[config.mk]
export PLATFORM = sky130hd
export DESIGN_NAME = ais_cell
export DESIGN_NICKNAME = d
export VERILOG_FILES = /design/src/rtl/ais_pkg.sv /design/src/rtl/ais_cell.sv
export SDC_FILE = /design/constraint.sdc
export NUM_CORES = 1
export LEC_CHECK = 0
export BUFFER_PORTS_ARGS = -buffer_cell sky130_fd_sc_hd__buf_4
export CAP_MARGIN = 10
export CORE_ASPECT_RATIO = 0.75
export CORE_MARGIN = 2
export CORE_UTILIZATION = 35
export DETAILED_ROUTE_END_ITERATION = 7
export PLACE_DENSITY = 0.66
export SLEW_MARGIN = 10
export SYNTH_ARGS = -nofsm -noshare
export SYNTH_HDL_FRONTEND = slang
export SYNTH_SLANG_ARGS = --single-unit
[constraint.sdc]
create_clock -name clock -period 6.7 [get_ports clock]
set_input_delay 0.335 -clock clock [delete_from_list [all_inputs] [get_ports clock]]
set_output_delay 0.335 -clock clock [all_outputs]
set_load 0.02 [all_outputs]
[src/rtl/ais_pkg.sv]
`timescale 1ns / 1ps

package ais_pkg;

   // Fixed widths of the payload fields
   localparam int KeyW = 64;
   localparam int PosW = 7;

   typedef logic [KeyW-1:0] key_type;
   typedef logic [PosW-1:0] pos_type;

   localparam key_type SignBit = {1'b1, {(KeyW-1){1'b0}}};

   // Per-cycle command broadcast to every cell of the chain
   typedef struct packed {
      logic insert;      // place the broadcast key into the sorted chain
      logic shift_down;  // every cell takes the contents of its upper neighbor
   } cell_ctrl_type;

   typedef enum logic [0:0] {
      ST_LOAD,
      ST_DRAIN
   } state_type;

   // Order-preserving transform: fold -0 onto +0, invert negatives,
   // set the sign bit of positives; then compare as unsigned.
   function automatic key_type order_key(input key_type bits);
      key_type b;
      b = (bits == SignBit) ? '0 : bits;
      if (b[KeyW-1]) begin
         return ~b;
      end
      return b | SignBit;
   endfunction

endpackage

[src/rtl/ais_cell.sv]
`timescale 1ns / 1ps

module ais_cell (
   input  logic                  clock,
   input  ais_pkg::cell_ctrl_type ctrl,
   input  ais_pkg::key_type      new_key,
   input  ais_pkg::pos_type      new_pos,
   input  logic                  occ,
   input  logic                  prev_occ,
   input  logic                  prev_greater,
   input  ais_pkg::key_type      prev_key,
   input  ais_pkg::pos_type      prev_pos,
   input  ais_pkg::key_type      next_key,
   input  ais_pkg::pos_type      next_pos,
   output ais_pkg::key_type      key,
   output ais_pkg::pos_type      pos,
   output logic                  greater
);

   ais_pkg::key_type key_ff, key_in;
   ais_pkg::pos_type pos_ff, pos_in;
   logic             take_prev;
   logic             take_new;

   // Strictly greater keeps equal keys in arrival order
   assign greater   = occ && (key_ff > new_key);
   assign take_prev = ctrl.insert && prev_greater;
   assign take_new  = ctrl.insert && !prev_greater && (greater || (!occ && prev_occ));

   always_comb begin
      key_in = key_ff;
      pos_in = pos_ff;
      if (ctrl.shift_down) begin
         key_in = next_key;
         pos_in = next_pos;
      end else if (take_prev) begin
         key_in = prev_key;
         pos_in = prev_pos;
      end else if (take_new) begin
         key_in = new_key;
         pos_in = new_pos;
      end
   end

   always_ff @(posedge clock) begin
      key_ff <= key_in;
      pos_ff <= pos_in;
   end

   assign key = key_ff;
   assign pos = pos_ff;

endmodule

==> results list <==
- Outcome: finished, final reports clean
- The cell family contributing the most delay on the critical path is simple AND/OR/NAND/NOR gates.
* Number of cells upsized or downsized after cts: 0
* Top area cells in the synthesized netlist: sky130_fd_sc_hd__edfxtp_1 (41%), sky130_fd_sc_hd__ha_1 (15%), sky130_fd_sc_hd__mux2i_1 (14%), sky130_fd_sc_hd__o21ai_0 (7.2%), sky130_fd_sc_hd__nand2_1 (6.2%)
- Most common cell on crit path: sky130_fd_sc_hd__or4_4
- The floorplan step set the die width to 145.4 um.
- Summed over all layers, the routed wires come to 16.03 mm.
- Placed insts: 1013
- The share of synthesized area in the top cell type comes to 0.4060.
- For flop-to-flop paths, the worst setup slack is 2.74 ns.
* Post-CTS clock slew at the launch and capture registers of the worst setup and hold paths: 0.06 ns
* Initial Utilization: 0.3609
- The detail route stage leaves a number of antenna-violating nets equal to 0.
- Setup Fix Bufs, Post-CTS: 0
- Library cell with the largest summed area after synthesis: sky130_fd_sc_hd__edfxtp_1
- After synthesis, the mean cell area works out to 9.671 um^2.
- The area growth from synthesis to layout is 50.92%.
- Fmax: 252.7 MHz
* Min-Delay Path Class: input port to register
- Maximum cell stage delay along the critical path: 0.93 ns
- Once detailed placement completed, the half-perimeter wirelength came to 13.32 mm.
- After the last flow step, the layout net total stands at 1107.
- The startpoint identified for the worst hold timing path is next_pos[5].
* Post-synth ARST share: 0
- CTS built an H-tree with a depth of 3.
* Clock Root Buffer: sky130_fd_sc_hd__clkbuf_16
* Syn_nets: 826
- Final GP Congestion: 0.8564
- Via count of the first global-routing pass: 4856
* Relative slew margins: 0.2619
- For the final routed database, the setup TNS stands at 0 ns.
* Worst r2r path cells: 9
- STA classifies the critical path startpoint as a register.
- For this run, the register share of the synthesized area comes to 0.4060.
* Number of standard cells in the layout, taps in and fillers out: 1029
- Multi-input logic area: 0.002790 mm^2
- The repair_antennas step left the layout with diodes totalling 0.
* Slew Limit Fails: 0
* Insertion delay of the later-clocked pin in the worst-skew pair: 0.33 ns
- The first TritonRoute pass finished after 4 iterations.
* Routed via count: 4939
- Setup ws final: 2.743 ns
- Dividing the final minimum period by the clock period gives 0.5906.
* Post-detailed-route wirelength per cell: 15.58 um
* TritonCTS clock tree: yes
* Reg-to-reg critical path startpoint: key[61]
- CTS Buf Count: 9
- Number of buffers added on ports: 290
- Summed over all cells, the static leakage comes to 0.004195 uW.
- Path length in cells of the critical path: 9
- Top cell types by occurrence after synthesis: sky130_fd_sc_hd__nand2_1 (87), sky130_fd_sc_hd__o21ai_0 (76), sky130_fd_sc_hd__edfxtp_1 (71), sky130_fd_sc_hd__mux2i_1 (71), sky130_fd_sc_hd__inv_1 (69)
* Post-Place Worst Slack: 2.639 ns
- sky130_fd_sc_hd__nand2_1 is the most common cell in the netlist.
* Flop and latch count out of synthesis: 71
- Core region area: 0.01455 mm^2
- In the final layout, flip-flops and latches occupy 0.002132 mm^2.
* Max-Cap Viols: 0
* Count of cell types in the netlist: 32
- During I/O placement, the number of pins put on the boundary was 291.
- Total DRC errors in the routed layout: 0
- Total global-route track usage: 0.1929
- Clock period minus final worst setup slack: 3.957 ns
- Hold repair after CTS inserted 0 buffers.
* Total number of clock tree sinks: 71
- Layout filler cell count: 1335
- In the final layout, the share of cells above drive strength 1 is 0.3800.
* Critical path, cell by cell: ha_1 > nand4_2 > or4_4 > or4_4 > nor2_4 > a21oi_1 > o21a_1 > o31ai_4 > buf_12
- Floorplan die area: 0.01601 mm^2
- Global route overflow: 0
* Synth warn: 0
- For this design, the slowest cell found on the critical path is sky130_fd_sc_hd__o31ai_4.
- Yosys mapped a number of flops with a built-in enable equal to 71.
- Post-layout utilization of the core: 0.5447
* Largest net degree at the start of global routing: 77
- Power spread over the standard cell area amounts to 190.6 mW/mm^2.
- The first global-routing pass estimated 24.31 mm of wire.
- Across the VDD grid, the largest voltage drop is 108.2 uV.
- Together, buffers and inverters on the worst path number 1.
- Detailed Route Iter0 Violations: 169
- The worst hold path terminates at pos[5].
- Worst hold path cell count: 3
* Total standard cell area after synthesis: 0.005251 mm^2
- In the synthesized netlist the dominant register cell turns out to be sky130_fd_sc_hd__edfxtp_1.
- Hold violation total from the final report: 0
- Count of standard-cell rows: 38
- CP required: 6.70 ns
- Setup violations, final: 0
- Largest fanout on the critical path: 52
- The initial antenna violation count came to 0.
* Worst setup path class: register to register
* Layout Skew: 0.005282 ns
- Unrepaired setup endpoints after global routing: false
- Die height: 110.1 um
- Terminus of the critical flop-to-flop path: key[33]
- At the worst endpoint, the arrival time is 3.96 ns.
- Transition at the pin with the smallest max-transition slack: 1.107 ns
- In this run the deepest clock path goes through 2 buffers.
- The worst setup path is captured at a register.
- Mapped Cells: 543
- Vias per std cell: 4.800
-- report_power, final --
part | switching, uW | total (uW) | internal [uW]
sequential | 28.0 | 580 | 552
clock | 172 | 457 | 285
combinational | 244 | 474 | 230
-- worst max path at each step --
stage | from | end | slack, ns
floorplan | key[61] | key[0] | 0.78
global placement | new_key[61] | key[36] | 2.77
detailed placement | new_key[61] | key[28] | 2.64
CTS | key[61] | key[30] | 2.68
global route | key[62] | key[42] | 2.52
finish | key[61] | key[33] | 2.74
-- kinds of logic after synthesis --
kind of cell,Yosys count,synth area share
multiplexers,71,0.1353
flip-flops,71,0.4060
buffers and inverters,92,0.06576
AND/OR/NAND/NOR,121,0.1070
AO/OA/AOI/OAI,124,0.1334
adder cells (fa/ha/maj),64,0.1525
-- worst register-to-register path, stage by stage (launching register included) --
cell,delay (ns)
sky130_fd_sc_hd__edfxtp_1,0.40
sky130_fd_sc_hd__ha_1,0.33
sky130_fd_sc_hd__nand4_2,0.14
sky130_fd_sc_hd__or4_4,0.57
sky130_fd_sc_hd__or4_4,0.53
sky130_fd_sc_hd__nor2_4,0.11
sky130_fd_sc_hd__a21oi_1,0.07
sky130_fd_sc_hd__o21a_1,0.14
sky130_fd_sc_hd__o31ai_4,0.93
sky130_fd_sc_hd__buf_12,0.37
-- cell usage in the layout (no fill, tap or decap) --
cell type | synthesis | routed
sky130_fd_sc_hd__buf_4 | 0 | 292
sky130_fd_sc_hd__nand2_1 | 87 | 86
sky130_fd_sc_hd__o21ai_0 | 76 | 76
sky130_fd_sc_hd__mux2i_1 | 71 | 71
sky130_fd_sc_hd__edfxtp_1 | 71 | 71
sky130_fd_sc_hd__inv_1 | 69 | 69
sky130_fd_sc_hd__ha_1 | 64 | 64
sky130_fd_sc_hd__a21oi_1 | 26 | 26
sky130_fd_sc_hd__nand4_1 | 10 | 10
sky130_fd_sc_hd__clkbuf_16 | 0 | 9
sky130_fd_sc_hd__nand3_1 | 8 | 8
sky130_fd_sc_hd__a21o_1 | 6 | 6
sky130_fd_sc_hd__nor2_1 | 3 | 3
sky130_fd_sc_hd__a221oi_1 | 3 | 3
sky130_fd_sc_hd__clkinv_2 | 0 | 3
sky130_fd_sc_hd__nand4_2 | 2 | 2
sky130_fd_sc_hd__or4_4 | 2 | 2
sky130_fd_sc_hd__o21ai_1 | 2 | 2
sky130_fd_sc_hd__a22oi_1 | 2 | 2
sky130_fd_sc_hd__a211oi_1 | 2 | 2
sky130_fd_sc_hd__o211ai_1 | 2 | 2
sky130_fd_sc_hd__nor3_1 | 2 | 2
sky130_fd_sc_hd__and4_1 | 2 | 2
sky130_fd_sc_hd__clkbuf_1 | 16 | 2
sky130_fd_sc_hd__nand2_4 | 0 | 1
sky130_fd_sc_hd__nor4_2 | 1 | 1
sky130_fd_sc_hd__a2111oi_4 | 1 | 1
sky130_fd_sc_hd__nor2b_1 | 1 | 1
sky130_fd_sc_hd__a21boi_0 | 1 | 1
sky130_fd_sc_hd__or4b_1 | 1 | 1
sky130_fd_sc_hd__nor4_1 | 1 | 1
sky130_fd_sc_hd__nor2_4 | 1 | 1
sky130_fd_sc_hd__a41oi_1 | 1 | 1
sky130_fd_sc_hd__o21a_1 | 1 | 1
sky130_fd_sc_hd__o31ai_4 | 0 | 1
sky130_fd_sc_hd__clkinv_1 | 0 | 1
sky130_fd_sc_hd__bufinv_16 | 0 | 1
sky130_fd_sc_hd__buf_12 | 0 | 1
-- registers in the layout, summed over array words and instances, names as in the netlist --
| signal | cells |
|---|---|
| key | 64 |
| pos | 7 |
-- stage by stage --
step | total power, uW | hold slack [ns] | instance area, um^2
2_1_floorplan | 824.3 | 0.5221 | 5251
3_3_place_gp | 1053 | 0.6157 | 7644
3_5_place_dp | 1067 | 0.6231 | 7644
4_1_cts | 1530 | 0.2759 | 7925
5_1_grt | 1595 | 0.2858 | 7925
6_report | 1510 | 0.2844 | 7925
-- layer usage --
layer	global-route usage	wire length (um)	up-vias	part of all wire
li1	-	-	2518	-
met1	0.2268	6780	2212	0.42
met2	0.3510	7819	192	0.49
met3	0.05556	1172	17	0.073
met4	0.05042	255	0	0.016
met5	0	0	-	0
-- area by class of cell --
cell class	instances	share of cell area
Timing Repair Buffer	293	0.2791
Clock buffer	11	0.02937
Sequential cell	71	0.2690
Inverter	69	0.03268
Tap cell	200	0.03158
Clock inverter	5	0.006157
Multi-Input combinational cell	380	0.3521
Power figures use the tool's default switching activity.
